===== src/sv/row_softmax_defines.svh =====
// Assertion macros used by the row_softmax RTL
`ifndef ROW_SOFTMAX_DEFINES_SVH
`define ROW_SOFTMAX_DEFINES_SVH

`ifndef ASSERT_OFF
// check prop at each edge outside reset
`define RS_ASSERT(lbl, prop) \
    lbl: assert property (@(posedge clk) disable iff (!rst_n) prop) \
    else $error("row_softmax assertion failed");
// check prop at each edge, reset included
`define RS_ASSERT_RST(lbl, prop) \
    lbl: assert property (@(posedge clk) prop) \
    else $error("row_softmax reset assertion failed");
`else
`define RS_ASSERT(lbl, prop)
`define RS_ASSERT_RST(lbl, prop)
`endif

`endif


===== src/sv/rs_pkg.sv =====
package rs_pkg;

    localparam int MAX_COLS_DEF    = 64;
    localparam int SCORE_WIDTH_DEF = 16;
    localparam int PROB_W          = 16;
    localparam int FRAC_STEPS      = 16;
    localparam int INV_W           = 23;
    localparam int NUM_W           = 39;
    localparam logic [16:0] LOG2E_Q16 = 17'd94548;

    typedef logic [29:0] pow_tab_t [FRAC_STEPS];

    function automatic logic [63:0] isqrt64(input logic [63:0] n_in);
        logic [63:0] n;
        logic [63:0] res;
        logic [63:0] bitv;
        n    = n_in;
        res  = '0;
        bitv = 64'd1 << 62;
        for (int k = 0; k < 32; k++)
        begin
            if (n >= res + bitv)
            begin
                n   = n - (res + bitv);
                res = (res >> 1) + bitv;
            end
            else
            begin
                res = res >> 1;
            end
            bitv = bitv >> 2;
        end
        return res;
    endfunction

    // c_i = 2^(-2^-(i+1)) in Q0.30
    function automatic pow_tab_t build_tab();
        pow_tab_t    tab;
        logic [63:0] c;
        c = isqrt64(64'd1 << 59);
        tab[0] = c[29:0];
        for (int i = 1; i < FRAC_STEPS; i++)
        begin
            c = isqrt64(c << 30);
            tab[i] = c[29:0];
        end
        return tab;
    endfunction

    localparam pow_tab_t POW_TAB = build_tab();

endpackage


===== src/sv/rs_exp.sv =====
module rs_exp #(
    parameter int SCORE_WIDTH = rs_pkg::SCORE_WIDTH_DEF
) (
    input  logic                   clk,
    input  logic                   rst_n,
    input  logic                   start,
    input  logic [SCORE_WIDTH:0]   t,
    output logic                   done,
    output logic [rs_pkg::PROB_W-1:0] e
);
    localparam int T_W = SCORE_WIDTH + 1;
    localparam int U_W = T_W + 17;

    localparam logic [1:0] EX_IDLE = 2'd0;
    localparam logic [1:0] EX_MUL  = 2'd1;
    localparam logic [1:0] EX_ITER = 2'd2;
    localparam logic [1:0] EX_FIN  = 2'd3;

    logic [1:0]     state_reg, state_next;
    logic [3:0]     step_reg, step_next;
    logic [T_W-1:0] t_reg;
    logic [U_W-1:0] u_reg;
    logic [30:0]    r_reg, r_next;
    logic           done_reg;
    logic [rs_pkg::PROB_W-1:0] e_reg, e_next;

    logic [15:0]  fvec;
    logic [60:0]  prod;
    logic [60:0]  prod_rnd;
    logic [U_W-1:0] kf;
    logic [4:0]   k5;
    logic         kbig;
    logic [31:0]  e_w;

    assign fvec     = u_reg[23:8];
    assign prod     = 61'(r_reg) * 61'(rs_pkg::POW_TAB[step_reg]);
    assign prod_rnd = prod + (61'(1) << 29);
    assign kf       = u_reg >> 24;
    assign k5       = kf[4:0];
    assign kbig     = kf >= U_W'(17);
    assign e_w      = (32'(r_reg) + (32'(1) << (k5 + 5'd13))) >> (k5 + 5'd14);

    always_comb
    begin
        state_next = state_reg;
        step_next  = step_reg;
        r_next     = r_reg;
        e_next     = e_reg;
        unique case (state_reg)
            EX_IDLE:
            begin
                if (start)
                    state_next = EX_MUL;
            end
            EX_MUL:
            begin
                r_next     = 31'(1) << 30;
                step_next  = '0;
                state_next = EX_ITER;
            end
            EX_ITER:
            begin
                if (fvec[4'd15 - step_reg])
                    r_next = prod_rnd[60:30];
                step_next = step_reg + 4'd1;
                if (step_reg == 4'd15)
                    state_next = EX_FIN;
            end
            EX_FIN:
            begin
                if (kbig)
                    e_next = '0;
                else if (|e_w[31:16])
                    e_next = '1;
                else
                    e_next = e_w[15:0];
                state_next = EX_IDLE;
            end
            default: state_next = EX_IDLE;
        endcase
    end

    always_ff @(posedge clk or negedge rst_n)
    begin
        if (!rst_n)
        begin
            state_reg <= EX_IDLE;
            done_reg  <= 1'b0;
        end
        else
        begin
            state_reg <= state_next;
            done_reg  <= (state_reg == EX_FIN);
        end
    end

    always_ff @(posedge clk)
    begin
        step_reg <= step_next;
        r_reg    <= r_next;
        e_reg    <= e_next;
        if (state_reg == EX_IDLE && start)
            t_reg <= t;
        if (state_reg == EX_MUL)
            u_reg <= U_W'(t_reg) * U_W'(rs_pkg::LOG2E_Q16);
    end

    assign done = done_reg;
    assign e    = e_reg;
endmodule


===== config.mk =====
export PLATFORM = sky130hd
export DESIGN_NAME = rs_exp
export DESIGN_NICKNAME = d
export VERILOG_FILES = /design/src/sv/row_softmax_defines.svh /design/src/sv/rs_pkg.sv /design/src/sv/rs_exp.sv
export SDC_FILE = /design/constraint.sdc
export NUM_CORES = 2
export LEC_CHECK = 0
export BUFFER_PORTS_ARGS = -buffer_cell sky130_fd_sc_hd__buf_2
export CORE_MARGIN = 2
export CORE_UTILIZATION = 55
export DETAILED_ROUTE_END_ITERATION = 10
export GPL_TIMING_DRIVEN = 1
export PLACE_DENSITY_LB_ADDON = 0.2
export SKIP_CTS_REPAIR_TIMING = 1
export SYNTH_ARGS = -nofsm -noshare
export SYNTH_HDL_FRONTEND = slang
export SYNTH_SLANG_ARGS = --single-unit

===== constraint.sdc =====
create_clock -name clk -period 11.5 [get_ports clk]
set_input_delay 0.575 -clock clk [delete_from_list [all_inputs] [get_ports clk]]
set_output_delay 0.575 -clock clk [all_outputs]
set_load 0.01 [all_outputs]

==> implementation parameters <==
Parameter                              Value

Run status
  Status ... finished clean

Yosys
  Mean Syn Cell Area ... 9.03 um^2
  Yosys warns ... 0
  Distinct cell type count after synthesis ... 84
  Cell accounting for the most synthesized area ... fa_1
  Gate Count Post-Synth ... 4668
  Summed instance area of the synthesized netlist ... 42100 um^2
  Syn nets ... 6029
  Fraction of registers with async set or reset after synthesis ... 3.09%
  Top cell type's share of synthesized area ... 41.9%
  Number of flops mapped to enable cells by yosys ... 94
  Ranking of synthesized cells by area ... fa_1 42%, ha_1 14%, inv_1 9.4%, edfxtp_1 6.7%, and2_1 5.8%
  Number of storage elements in the synthesis netlist ... 97
  Portion of the post-synthesis area used by sequential elements ... 6.88%
  Leading register cell type out of synthesis ... edfxtp_1

Timing
  Transition time at the pin with the least slew margin ... 1.47 ns
  Number of hold violations in the final report ... 0
  Achievable clock frequency ... 94.6 MHz
  Period Utilization, post-route ... 91.9%
  Unrepaired setup endpoints after global routing ... false
  Hold Slack ... 0.341 ns
  Worst max-slew margin expressed relative to the limit ... 1.68%
  Clock period minus worst slack ... 10.57 ns
  Number of endpoints failing setup at the final stage ... 0
  Smallest setup slack after layout ... 0.934 ns
  Fin. max-slew vios ... 0
  Worst clock skew ... 0.0234 ns
  Total Neg Setup Slack ... 0 ns

Layout
  Flip-flop count of the largest register after layout ... 31
  Leading cell type in the layout, fill and taps excluded ... inv_1
  Share of layout cells above drive strength 1 ... 4.56%
  Final instance count without filler cells ... 5589
  Register Area ... 2900 um^2
  Most used cells in the layout excluding fill and tap cells ... 1058 x inv_1, 883 x fa_1, 587 x nand2_1
  Combined area of the multi-input logic cells ... 34400 um^2
  Count of fill cells added during filler insertion ... 6842
  Signed area change from the synthesized netlist to the final layout ... 3.65%
  Nets@finish ... 5914

Route
  Average vias per placed instance ... 5.61
  Antenna-violating nets left ... 0
  Total wirelength of the detailed-routed design ... 115 mm
  Number of design-rule violations left by the first detailed-router iteration ... 2277
  Wire per inst ... 20.6 um
  DRC Markers ... 0
  Total number of vias ... 31348
  Count of TritonRoute iterations in the first routing pass ... 8

Worst hold path
  Worst min-delay path category ... input pin to register
  Start point of the worst hold path ... t[13]

Floorplanning
  Area of the die ... 78800 um^2
  Chip height ... 281 um
  Core footprint ... 75900 um^2
  Initial core utilization ... 55.5%
  Floorplan row count ... 101
  Number of primary I/O pins ... 37
  Die width ... 281 um

GRT
  Global-route wire length before repair ... 184 mm
  Pin count of the biggest net entering global routing ... 57
  Number of antenna violations at the first check in global routing ... 6
  Via count of the first global-routing pass ... 33498
  Remaining global-route overflow ... 0
  Gr usage total ... 30.7%

Flow run
  Number of max-cap violations ... 0

Placement
  Total placed cells including tap cells ... 5571
  Post-placement setup slack ... 1.12 ns
  Quantity of I/O buffers inserted on ports ... 36
  Final RePlAce weighted congestion ... 0.933
  Placed wire-length estimate ... 89.9 mm

Clock network
  Clock Pin Slew Worst Setup and Hold Paths ... 0.09 ns
  Clock tree from TritonCTS ... built
  TritonCTS sink count ... 97
  Buffer levels on the longest clock path ... 2
  Clock latency at the later pin of the worst-skew pair ... 0.41 ns
  CTS Root Cell ... clkbuf_16
  H-tree depth reported by CTS ... 3
  Number of clock buffers inserted by TritonCTS ... 9

Worst setup path
  CP startpoint kind ... register
  CP Capture Type ... register
  Top cell by count, worst path ... fa_1
  CP Max Fanout ... 36
  Critical Path RT ... 11.64 ns
  Worst Path Class, Setup ... register to register
  Family with the most delay on the worst path ... adder cells
  Crit path from ... step_reg[3]
  CP arrival ... 10.70 ns
  Crit-path max cell delay ... 1.23 ns
  Critical path buffer and inverter count ... 6
  CP max stage cell ... a21oi_2
  Launch instance of the worst register-to-register path ... step_reg[3]
cell type report:
class	count	share of cell area (%)
antenna	1	0.00573
timing repair buffer	110	1.69
inverter	1062	9.13
tap	1030	2.95
clock buffer	9	0.516
multi-input combinational	3273	78.8
clock inverter	7	0.229
sequential	97	6.63
final timing paths:
check                          endpoint  slack, ns  cells after the start
hold reg to reg            state_reg[0]       0.59                      1
min in group asynchronous          done       0.52                      2
max in group asynchronous  state_reg[1]      10.86                      2
setup reg to reg              r_reg[23]       0.93                     29
hold / removal                t_reg[13]       0.34                      1
setup / recovery              r_reg[23]       0.93                     29
stage by stage:
step / area (um^2) / util [%]
floorplan: 42100 / -
global placement: 43300 / 57.1
detailed placement: 43300 / 57.1
CTS: 43700 / 57.5
global route: 43700 / 57.5
finish: 43700 / 57.5
logic make-up after synthesis:
family / synth area share (%)
AND/OR/NAND/NOR: 15.2
flip-flops: 6.88
AO/OA/AOI/OAI: 7.17
multiplexers: 1.94
XOR/XNOR: 1.68
buffers and inverters: 11.6
adder cells (fa/ha/maj): 55.5
synth_stat cells, types with 4 or more instances:
master / instances
a211o_1: 4
a211oi_1: 21
a21boi_0: 6
a21o_1: 42
a21oi_1: 157
a221oi_1: 12
a311oi_1: 4
a31o_2: 5
a31oi_1: 20
and2_1: 390
and3_1: 32
buf_1: 12
buf_2: 9
clkbuf_1: 214
edfxtp_1: 94
fa_1: 883
ha_1: 458
inv_1: 1058
mux2_2: 20
mux2i_1: 31
mux4_2: 12
nand2_1: 588
nand2b_1: 12
nand3_1: 39
nand4_1: 20
nor2_1: 142
nor2b_1: 9
nor3_1: 46
nor4_1: 10
o211ai_1: 16
o21a_1: 18
o21ai_0: 82
o21ai_1: 4
o21bai_1: 11
o22ai_1: 7
o31ai_1: 10
or2_2: 10
or3_1: 9
xnor2_1: 54
xor2_1: 27
layer usage:
layer  vias to the layer above  wire length [um]  GRT usage, %
met5                         -                26             0
met4                         4              4800          11.5
li1                      14058                 -             -
met3                       274              9360          6.08
met1                     15850             46900          40.0
met2                      1162             54300          50.9
Power is left out: the tool's default activity adds up to more than one toggle a clock period on the data nets, which glitch-free logic cannot reach.
