===== config.mk =====
export PLATFORM = sky130hd
export DESIGN_NAME = rs_div
export DESIGN_NICKNAME = d
export VERILOG_FILES = /design/src/sv/row_softmax_defines.svh /design/src/sv/rs_pkg.sv /design/src/sv/rs_div.sv
export SDC_FILE = /design/constraint.sdc
export NUM_CORES = 1
export LEC_CHECK = 0
export CORE_MARGIN = 4
export CORE_UTILIZATION = 50
export CTS_BUF_LIST = sky130_fd_sc_hd__clkbuf_2
export CTS_CLUSTER_DIAMETER = 80
export DETAILED_ROUTE_END_ITERATION = 7
export DONT_BUFFER_PORTS = 1
export GPL_TIMING_DRIVEN = 1
export PLACE_DENSITY = 0.66
export SLEW_MARGIN = 10
export SYNTH_ARGS = -nofsm -noshare
export SYNTH_HDL_FRONTEND = slang
export SYNTH_SLANG_ARGS = --single-unit

===== constraint.sdc =====
create_clock -name clk -period 2.9 [get_ports clk]
set_input_delay 0.58 -clock clk [delete_from_list [all_inputs] [get_ports clk]]
set_output_delay 0.58 -clock clk [all_outputs]
set_load 0.02 [all_outputs]

===== src/sv/row_softmax_defines.svh =====
// Assertion macros used by the row_softmax RTL
`ifndef ROW_SOFTMAX_DEFINES_SVH
`define ROW_SOFTMAX_DEFINES_SVH

`ifndef ASSERT_OFF
// check prop at each edge outside reset
`define RS_ASSERT(lbl, prop) \
    lbl: assert property (@(posedge clk) disable iff (!rst_n) prop) \
    else $error("row_softmax assertion failed");
// check prop at each edge, reset included
`define RS_ASSERT_RST(lbl, prop) \
    lbl: assert property (@(posedge clk) prop) \
    else $error("row_softmax reset assertion failed");
`else
`define RS_ASSERT(lbl, prop)
`define RS_ASSERT_RST(lbl, prop)
`endif

`endif


===== src/sv/rs_pkg.sv =====
package rs_pkg;

    localparam int MAX_COLS_DEF    = 64;
    localparam int SCORE_WIDTH_DEF = 16;
    localparam int PROB_W          = 16;
    localparam int FRAC_STEPS      = 16;
    localparam int INV_W           = 23;
    localparam int NUM_W           = 39;
    localparam logic [16:0] LOG2E_Q16 = 17'd94548;

    typedef logic [29:0] pow_tab_t [FRAC_STEPS];

    function automatic logic [63:0] isqrt64(input logic [63:0] n_in);
        logic [63:0] n;
        logic [63:0] res;
        logic [63:0] bitv;
        n    = n_in;
        res  = '0;
        bitv = 64'd1 << 62;
        for (int k = 0; k < 32; k++)
        begin
            if (n >= res + bitv)
            begin
                n   = n - (res + bitv);
                res = (res >> 1) + bitv;
            end
            else
            begin
                res = res >> 1;
            end
            bitv = bitv >> 2;
        end
        return res;
    endfunction

    // c_i = 2^(-2^-(i+1)) in Q0.30
    function automatic pow_tab_t build_tab();
        pow_tab_t    tab;
        logic [63:0] c;
        c = isqrt64(64'd1 << 59);
        tab[0] = c[29:0];
        for (int i = 1; i < FRAC_STEPS; i++)
        begin
            c = isqrt64(c << 30);
            tab[i] = c[29:0];
        end
        return tab;
    endfunction

    localparam pow_tab_t POW_TAB = build_tab();

endpackage


===== src/sv/rs_div.sv =====
module rs_div #(
    parameter int SUM_W = 22
) (
    input  logic                     clk,
    input  logic                     rst_n,
    input  logic                     start,
    input  logic [SUM_W-1:0]         sum,
    output logic                     done,
    output logic [rs_pkg::INV_W-1:0] inv
);
    localparam int NW = rs_pkg::NUM_W;

    logic             run_reg;
    logic             done_reg;
    logic [5:0]       cnt_reg;
    logic [SUM_W-1:0] d_reg;
    logic [NW-1:0]    num_reg;
    logic [SUM_W:0]   rem_reg;
    logic [rs_pkg::INV_W-1:0] q_reg;
    logic [SUM_W:0]   rem_sh;
    logic             fits;

    // remainder stays below the divisor, so its low SUM_W bits carry it
    assign rem_sh = {rem_reg[SUM_W-1:0], num_reg[NW-1]};
    assign fits   = rem_sh >= {1'b0, d_reg};

    always_ff @(posedge clk or negedge rst_n)
    begin
        if (!rst_n)
        begin
            run_reg  <= 1'b0;
            done_reg <= 1'b0;
            cnt_reg  <= '0;
        end
        else
        begin
            done_reg <= 1'b0;
            if (start && !run_reg)
            begin
                run_reg <= 1'b1;
                cnt_reg <= '0;
            end
            else if (run_reg)
            begin
                cnt_reg <= cnt_reg + 6'd1;
                if (cnt_reg == 6'(NW - 1))
                begin
                    run_reg  <= 1'b0;
                    done_reg <= 1'b1;
                end
            end
        end
    end

    always_ff @(posedge clk)
    begin
        if (start && !run_reg)
        begin
            d_reg   <= sum;
            num_reg <= (NW'(1) << (NW - 1)) + NW'(sum >> 1);
            rem_reg <= '0;
            q_reg   <= '0;
        end
        else if (run_reg)
        begin
            num_reg <= num_reg << 1;
            rem_reg <= fits ? rem_sh - {1'b0, d_reg} : rem_sh;
            q_reg   <= {q_reg[rs_pkg::INV_W-2:0], fits};
        end
    end

    assign done = done_reg;
    assign inv  = q_reg;
endmodule


==> results of run 1 <==
-- cells by family after synthesis --
family                   share of synthesized area (%)
AND/OR/NAND/NOR                                   16.4
AO/OA/AOI/OAI                                     15.2
flip-flops                                        54.1
buffers and inverters                             4.64
adder cells (fa/ha/maj)                           5.91
XOR/XNOR                                          3.39
multiplexers                                     0.369
-- area by class of cell --
cell class,count,area (sq um),share of cell area (%)
Sequential cell,114,2930,46.8
Multi-Input combinational cell,370,2330,37.2
Timing Repair Buffer,46,518,8.26
Tap cell,136,170,2.71
Clock inverter,12,115,1.84
Inverter,27,101,1.62
Clock buffer,20,100,1.60
-- power by group through the flow --
| stage | logic [mW] | clock network, mW | registers [mW] |
|---|---|---|---|
| 2_1_floorplan | 2.24 | 0 | 2.93 |
| 3_3_place_gp | 2.59 | 0 | 3.04 |
| 3_5_place_dp | 2.65 | 0 | 3.05 |
| 4_1_cts | 2.72 | 1.03 | 3.02 |
| 5_1_grt | 3.46 | 1.11 | 3.10 |
| 6_report | 3.10 | 0.988 | 3.03 |
-- cells in the final DEF, fill, tap and decap left out, types with 8 or more instances in the layout --
master           n
nand2_1        144
edfxtp_1        61
dfxtp_1         45
o21ai_0         34
dlygate4sd3_1   27
inv_1           23
nor2b_1         20
clkbuf_2        20
ha_1            19
a22o_1          18
a21oi_1         13
o21ai_2         12
o21ai_1         12
xor2_1          11
nor2_1          10
xnor2_1         10
buf_4           10
dfrtp_1          8
-- through the flow --
step | hold slack, ns | std cells | total power, mW | instance area [sq um] | setup WS [ns]
4_1_cts | 0.00138 | 716 | 6.77 | 6040 | 0.0316
6_report | 0.0894 | 725 | 7.12 | 6270 | -0.0217
3_5_place_dp | 0.285 | 660 | 5.70 | 5570 | 0.00932
3_3_place_gp | 0.285 | 660 | 5.63 | 5570 | 0.0979
5_1_grt | -0.00724 | 725 | 7.67 | 6270 | -0.144
2_1_floorplan | 0.284 | 534 | 5.17 | 5420 | 0.0667
-- critical path, stage by stage, from the launching register on --
cell and delay (ns):
edfxtp_1 0.43, inv_2 0.09, ha_4 0.21, o21ai_2 0.19
nor2_2 0.10, o311ai_4 0.29, o21ai_2 0.14, a311o_1 0.39
a2111oi_4 0.37, buf_6 0.21, clkbuf_16 0.18, o21ai_1 0.07
a22o_1 0.17
-- worst max path at each step --
stage | depth (start not counted) | end | slack (ns)
detailed placement | 13 | rem_reg[20]$_SDFFE_PP0P_ | 0.009
global route | 13 | rem_reg[2]$_SDFFE_PP0P_ | -0.14
global placement | 11 | rem_reg[1]$_SDFFE_PP0P_ | 0.1
CTS | 13 | rem_reg[20]$_SDFFE_PP0P_ | 0.03
finish | 12 | rem_reg[5]$_SDFFE_PP0P_ | -0.02
floorplan | 11 | rem_reg[11]$_SDFFE_PP0P_ | 0.07
-- timing repair --
item,4_1_cts,5_1_grt
hold buffers,24,3
resized for setup,2,17
setup endpoints to repair,2,23
setup buffers,0,2
endpoints found under the hold margin,62,3
cloned,0,4
pin swaps,0,9
-- routing by layer --
metal | vias to the layer above | wire length (um)
met3 | 8 | 552
met2 | 88 | 5160
met4 | 0 | 100
li1 | 1945 | -
met5 | - | 0
met1 | 1810 | 5540
==> flow_summary.toml, run 1 <==
[status]
status = "finished with violations"
violations = "setup timing"

[worst_setup_path]
timing.rr.start = "d_reg[7]$_DFFE_PP_"
end_kind = "flip-flop"
cp_max_fo = 8
crit_path_start = "d_reg[7]$_DFFE_PP_"
crit_arrival_ns = 3.50
r2r_cells = 12
timing.setup.critical_path_class = "flip-flop to flip-flop"
crit_required_ns = 3.48
start_kind = "flip-flop"
r2r_end = "rem_reg[5]$_SDFFE_PP0P_"
reg2reg_slack_ns = -0.02

[final_layout]
largest_reg_flops = 39
diodes = 0
drive_gt1_share_pct = 14.6
area_growth_pct = 15.7
fin_util_pct = 59.9
fillerInstances = 884
nets = 626

[global_route]
grt_first_pass_wirelength_um = 18300
grtUsageTotal_pct = 18.1
antenna_found_initial = 0
busiest_layer = "met1"
overflow = 0
grtUsageMet3_pct = 5.18
use_met1_pct = 26.0
first_global_vias = 3604
grt_max_degree = 49
grt_util_met2_pct = 25.9

[power_and_ir_drop]
comb_power_share_pct = 43.6
peakVddDrop_mv = 0.452
p_leak_nw = 2.70
power.share.clock_pct = 13.9
internal_power_mw = 4.35
switching_share_pct = 38.8
pwr_density_cell_nw_per_um2 = 1130
p_seq_share_pct = 42.5
switching_power_mw = 2.76

[floorplanning]
start_util_pct = 51.8
ios = 49
rows = 37
die_y_um = 112
die_x_um = 112
core-area_sq_um = 10500
dieArea_sq_um = 12600

[logic_synthesis]
async_flop_share_pct = 7.02
syn_nets = 584
ys_seq_area_share_pct = 54.1
synth.cells.most_frequent = "144 x nand2_1, 61 x edfxtp_1, 45 x dfxtp_1, 34 x o21ai_0, 27 x inv_1"
synth_largest_area_cell = "edfxtp_1"
synth_flop_cell = "edfxtp_1"
syn_inst = 534
synth-edff-count = 61
yosys_warnings = 0
syn_area_per_cell_sq_um = 10.1
synth_top_area_share_pct = 33.8
yosys.cell_count.top_type = "nand2_1"
netlist_area_sq_um = 5420
ys_types = 50
synth_area_leaders = "edfxtp_1 34%, dfxtp_1 17%, nand2_1 10%, ha_1 5.5%, dfrtp_1 3.7%"
ys_ff_latch = 114

[sta]
worstMarginPinSlew_ns = 0.643
finalClockSkew_ns = 0.0221
finalWorstSetupSlack_ns = -0.0217
finalSetupViolations = 7
period_share_pct = 101
hold_viol = 0
fin_setup_tns_ns = -0.0645
slew_headroom_pct = 57.0
fmax_mhz = 342
maxSlewViolCount = 0
rsz0062_at_grt = "true"
min_period_ns = 2.92

[clock_tree]
cts_root_buffer = "clkbuf_2"
cts_buffer_depth = 2
htreeDepth = 4
cts_sinks = 114
insertion_delay_ns = 0.67
clk_pin_slew_ns = 0.16
cts_tree = "done"
numCtsBuffers = 17

[placement]
gp_congestion = 0.870
io_buffers = 0
hpwl_um = 6850

[route]
drc = 0
dr.pass1.iters = 5
ant_nets = 0
vias = 3851
drtIter0Drc = 204
wl_um = 11400
wl_per_cell_um = 15.7
viasPerCell = 5.31

[run]
maxCapViolations = 0

[worst_hold_path]
whs_path_depth = 2
min_from = "sum[3]"
hold_class = "primary input to flip-flop"
whs_endpoint = "num_reg[2]$_DFFE_PP_"
No activity file was read; power rests on OpenSTA's default activity.
==> run 2: changes to the inputs <==
--- a/config.mk
+++ b/config.mk
@@ -7,8 +7,8 @@
 export LEC_CHECK = 0
 export CORE_MARGIN = 4
 export CORE_UTILIZATION = 50
-export CTS_BUF_LIST = sky130_fd_sc_hd__clkbuf_2
 export CTS_CLUSTER_DIAMETER = 80
+export CTS_CLUSTER_SIZE = 16
 export DETAILED_ROUTE_END_ITERATION = 7
 export DONT_BUFFER_PORTS = 1
 export GPL_TIMING_DRIVEN = 1
==> flow_summary.toml, run 2 (same netlist as run 1, synthesis figures left out) <==
[status]
status = "finished clean"

[run]
maxCapViolations = 0

[sta]
maxSlewViolCount = 0
hold_viol = 0
fin_setup_tns_ns = 0
finalClockSkew_ns = 0.00970
min_period_ns = 2.86
fmax_mhz = 349
worstMarginPinSlew_ns = 0.593
finalSetupViolations = 0
rsz0062_at_grt = "true"
slew_headroom_pct = 60.4
period_share_pct = 98.8

[power_and_ir_drop]
power.share.clock_pct = 23.3
p_leak_nw = 2.73
switching_power_mw = 2.86
pwr_density_cell_nw_per_um2 = 1260
switching_share_pct = 35.8
peakVddDrop_mv = 0.530
p_seq_share_pct = 38.1
comb_power_share_pct = 38.6
internal_power_mw = 5.13

[clock_tree]
cts_root_buffer = "clkbuf_8"
htreeDepth = 4
clk_pin_slew_ns = 0.06
cts_buffer_depth = 2
insertion_delay_ns = 0.52
numCtsBuffers = 17
cts_sinks = 114
cts_tree = "done"

[global_route]
antenna_found_initial = 0
first_global_vias = 3549
grtUsageTotal_pct = 17.8
grt_first_pass_wirelength_um = 18000
grt_max_degree = 49
overflow = 0

[placement]
hpwl_um = 6850
placed_cells = 660
io_buffers = 0
gp_congestion = 0.870

[floorplanning]
dieArea_sq_um = 12600
die_y_um = 112
rows = 37
start_util_pct = 51.8
die_x_um = 112
ios = 49
core-area_sq_um = 10500

[worst_setup_path]
crit_path_start = "d_reg[6]$_DFFE_PP_"
reg2reg_slack_ns = 0.04
crit_arrival_ns = 3.27
crit_path_end = "rem_reg[5]$_SDFFE_PP0P_"
max_stage_delay_ns = 0.40
end_kind = "flip-flop"
timing.rr.start = "d_reg[6]$_DFFE_PP_"
r2r_end = "rem_reg[5]$_SDFFE_PP0P_"
crit_chain = "inv_2, ha_4, a211oi_4, nor2_2, o311ai_4, o21ai_2, a311o_1, a2111oi_4, buf_6, clkbuf_16, o21ai_1, a22o_1"
start_kind = "flip-flop"
r2r_cells = 12
crit_slowest_cell = "a2111oi_4"
cp_max_fo = 8
timing.setup.critical_path_class = "flip-flop to flip-flop"
crit_required_ns = 3.30

[route]
vias = 3731
wl_um = 11000
drc = 0
dr.pass1.iters = 7
viasPerCell = 5.32
wl_per_cell_um = 15.7
ant_nets = 0
drtIter0Drc = 196

[final_layout]
drive_gt1_share_pct = 15.0
fin_util_pct = 60.6
diodes = 0
largest_reg_flops = 39
final_cells = 701
fillerInstances = 850
nets = 602
layout_common_cells = "144 x nand2_1, 61 x edfxtp_1, 45 x dfxtp_1"
layout_commonest_cell = "nand2_1"
area_growth_pct = 17.1

[worst_hold_path]
hold_class = "primary input to flip-flop"
-- run 2: cell types whose count changed in the layout (fill, tap and decap cells not counted) --
cell,previous run,this run
buf_4,10,12
bufinv_16,2,0
ha_2,0,1
clkbuf_2,20,0
dlygate4sd3_1,27,1
nor2b_2,1,0
clkbuf_1,0,3
clkbuf_8,0,2
ha_4,5,4
nor2b_4,0,1
clkbuf_16,3,21
inv_2,5,4
-- run 2: power by group through the flow --
stage | clock network, mW | logic [mW] | registers [mW]
final | 1.86 | 3.08 | 3.04
after global placement | 0 | 2.59 | 3.04
after detailed placement | 0 | 2.65 | 3.05
after CTS | 1.90 | 2.68 | 3.03
after floorplan | 0 | 2.24 | 2.93
after global routing | 1.98 | 3.44 | 3.12
-- run 2: final cells by class --
class	count	area, sq um	share of cell area [%]
inverters	27	101	1.60
clock inverters	9	51.3	0.809
flip-flops and latches	114	2930	46.2
multi-input cells	370	2330	36.7
well taps	136	170	2.68
clock buffers	23	489	7.71
repair buffers	22	273	4.30
-- run 2: critical path, delay by kind of cell (launching register included) --
family / cells / cell delay, ns
AO/OA/AOI/OAI: 7 / 1.65
adder cells (fa/ha/maj): 1 / 0.21
buffers and inverters: 3 / 0.43
flip-flops: 1 / 0.38
AND/OR/NAND/NOR: 1 / 0.08
-- run 2: per-layer routing --
layer | global-route usage (%) | vias to the layer above | wire length, um
li1 | - | 1902 | -
met1 | 25.8 | 1751 | 5440
met2 | 25.5 | 68 | 5020
met3 | 5.39 | 10 | 430
met5 | 0 | - | 0
met4 | 6.17 | 0 | 127
-- run 2: through the flow --
step	setup WS [ns]	hold slack [ns]	power [mW]	instance area, sq um
after global routing	-0.0780	0.129	8.54	6340
final	0.0360	0.156	7.98	6340
after global placement	0.0979	0.285	5.63	5570
after CTS	0.0166	0.128	7.62	6130
after floorplan	0.0667	0.284	5.17	5420
after detailed placement	0.00932	0.285	5.70	5570
-- run 2: repair_timing --
action | CTS | global route
endpoints found under the setup margin | 1 | 23
gates cloned | 0 | 4
setup buffers | 0 | 4
resized for setup | 1 | 20
pin swaps | 0 | 8
hold buffers | 1 | 0
endpoints found under the hold margin | 8 | 0
-- run 2: how the worst min path moves through the flow --
stage / start / endpoint / depth (start not counted)
floorplan: rst_n / cnt_reg[0]$_DFFE_PN0P_ / 0
global placement: rst_n / done$_DFF_PN0_ / 0
detailed placement: rst_n / done$_DFF_PN0_ / 0
CTS: sum[13] / d_reg[13]$_DFFE_PP_ / 0
global route: sum[0] / d_reg[0]$_DFFE_PP_ / 0
finish: sum[15] / d_reg[15]$_DFFE_PP_ / 0
==> run 3: changes to the inputs <==
--- a/config.mk
+++ b/config.mk
@@ -6,13 +6,13 @@
 export NUM_CORES = 1
 export LEC_CHECK = 0
 export CORE_MARGIN = 4
-export CORE_UTILIZATION = 50
+export CORE_UTILIZATION = 57
 export CTS_CLUSTER_DIAMETER = 80
 export CTS_CLUSTER_SIZE = 16
 export DETAILED_ROUTE_END_ITERATION = 7
 export DONT_BUFFER_PORTS = 1
 export GPL_TIMING_DRIVEN = 1
-export PLACE_DENSITY = 0.66
+export PLACE_DENSITY = 0.73
 export SLEW_MARGIN = 10
 export SYNTH_ARGS = -nofsm -noshare
 export SYNTH_HDL_FRONTEND = slang
==> flow_summary.toml, run 3 (same netlist as run 1, synthesis figures left out) <==
[global_route]
grt_first_pass_wirelength_um = 18000
grtUsageTotal_pct = 20.2
first_global_vias = 3674
overflow = 0
antenna_found_initial = 0
grt_max_degree = 49

[power_and_ir_drop]
peakVddDrop_mv = 0.576
switching_power_mw = 3.00
p_leak_nw = 2.74
switching_share_pct = 36.0
pwr_density_cell_nw_per_um2 = 1310
internal_power_mw = 5.33
p_seq_share_pct = 36.7
power.share.clock_pct = 26.8
comb_power_share_pct = 36.5

[clock_tree]
cts_root_buffer = "clkbuf_8"
insertion_delay_ns = 0.50
numCtsBuffers = 17
cts_sinks = 114
clk_pin_slew_ns = 0.06
cts_buffer_depth = 2
cts_tree = "done"
htreeDepth = 4

[worst_setup_path]
crit_required_ns = 3.28
timing.rr.start = "d_reg[7]$_DFFE_PP_"
crit_arrival_ns = 3.24
reg2reg_slack_ns = 0.04
cp_max_fo = 6
start_kind = "flip-flop"
end_kind = "flip-flop"
r2r_end = "rem_reg[1]$_SDFFE_PP0P_"
r2r_cells = 12
timing.setup.critical_path_class = "flip-flop to flip-flop"

[final_layout]
design_area_sq_um = 6370
final_cells = 694
nets = 602
layout_common_cells = "144 x nand2_1, 61 x edfxtp_1, 44 x dfxtp_1"
layout_commonest_cell = "nand2_1"
area_growth_pct = 17.5
drive_gt1_share_pct = 15.8
largest_reg_flops = 39
diodes = 0
fillerInstances = 637

[floorplanning]
start_util_pct = 58.6
ios = 49
rows = 35
core-area_sq_um = 9240
die_y_um = 106
die_x_um = 106
dieArea_sq_um = 11100

[sta]
worstMarginPinSlew_ns = 0.505
finalClockSkew_ns = 0.00934
fmax_mhz = 349
rsz0062_at_grt = "true"
fin_setup_tns_ns = 0
slew_headroom_pct = 66.3
period_share_pct = 98.7
maxSlewViolCount = 0
min_period_ns = 2.86
finalSetupViolations = 0
hold_viol = 0

[route]
drtIter0Drc = 256
wl_um = 11300
drc = 0
wl_per_cell_um = 16.3
dr.pass1.iters = 5
vias = 3871
ant_nets = 0
viasPerCell = 5.58

[placement]
placed_cells = 655
hpwl_um = 7010
place_area_sq_um = 5550
io_buffers = 0
gp_congestion = 0.849

[status]
status = "finished clean"

[worst_hold_path]
whs_endpoint = "d_reg[19]$_DFFE_PP_"
whs_path_depth = 0
min_from = "sum[19]"
hold_class = "primary input to flip-flop"

[run]
maxCapViolations = 0
## run 3: area by class of cell
type | instances | area, sq um | share of cell area [%]
clock buffers | 17 | 414 | 6.50
clock inverters | 15 | 220 | 3.46
inverters | 27 | 101 | 1.59
multi-input cells | 370 | 2300 | 36.1
flip-flops and latches | 114 | 2930 | 46.1
well taps | 129 | 161 | 2.53
repair buffers | 22 | 238 | 3.73
## run 3: through the flow
| stage | setup WS, ns | hold slack [ns] | total power [mW] | util, % |
|---|---|---|---|---|
| after floorplan | 0.0667 | 0.284 | 5.17 | - |
| after global placement | 0.0866 | 0.285 | 5.60 | 60.0 |
| after detailed placement | -0.0239 | 0.285 | 5.68 | 60.0 |
| after CTS | 0.0149 | 0.153 | 7.99 | 67.0 |
| after global routing | -0.0786 | 0.142 | 8.85 | 68.9 |
| final | 0.0377 | 0.170 | 8.33 | 68.9 |
## run 3: worst max path at each step
| stage | to | start |
|---|---|---|
| after floorplan | rem_reg[11]$_SDFFE_PP0P_ | d_reg[6]$_DFFE_PP_ |
| after global placement | rem_reg[20]$_SDFFE_PP0P_ | num_reg[38]$_SDFFCE_PP1P_ |
| after detailed placement | rem_reg[20]$_SDFFE_PP0P_ | num_reg[38]$_SDFFCE_PP1P_ |
| after CTS | rem_reg[13]$_SDFFE_PP0P_ | d_reg[7]$_DFFE_PP_ |
| after global routing | rem_reg[21]$_SDFFE_PP0P_ | d_reg[7]$_DFFE_PP_ |
| final | rem_reg[1]$_SDFFE_PP0P_ | d_reg[7]$_DFFE_PP_ |
## run 3: what timing repair did
item | 4_1_cts | 5_1_grt
hold buffers | 1 | 0
endpoints found under the setup margin | 1 | 23
buffers inserted | 0 | 3
gates cloned | 0 | 3
gates resized for setup | 1 | 25
pin swaps | 0 | 16
hold endpoints to repair | 8 | 0
## run 3: power groups by stage
| stage | Combinational, mW | Sequential, mW | Clock (mW) |
|---|---|---|---|
| after floorplan | 2.24 | 2.93 | 0 |
| after global placement | 2.55 | 3.04 | 0 |
| after detailed placement | 2.63 | 3.05 | 0 |
| after CTS | 2.69 | 3.05 | 2.26 |
| after global routing | 3.38 | 3.12 | 2.34 |
| final | 3.04 | 3.06 | 2.24 |
## run 3: worst max-delay path, stage by stage (launching register included)
cell       delay [ns]
edfxtp_1         0.32
inv_1            0.04
ha_1             0.37
o21ai_2          0.21
nor2_2           0.08
and4b_1          0.26
o21ai_2          0.08
a311o_1          0.39
a2111oi_4        0.37
buf_6            0.21
buf_8            0.13
mux2i_2          0.21
o21ai_1          0.07
## run 3: metal layers
layer / vias up / global-route usage, % / wire length (um)
li1: 1897 / - / -
met1: 1825 / 27.3 / 5090
met4: 0 / 5.92 / 126
met2: 132 / 31.7 / 5460
met5: - / 0 / 0
met3: 17 / 6.06 / 673
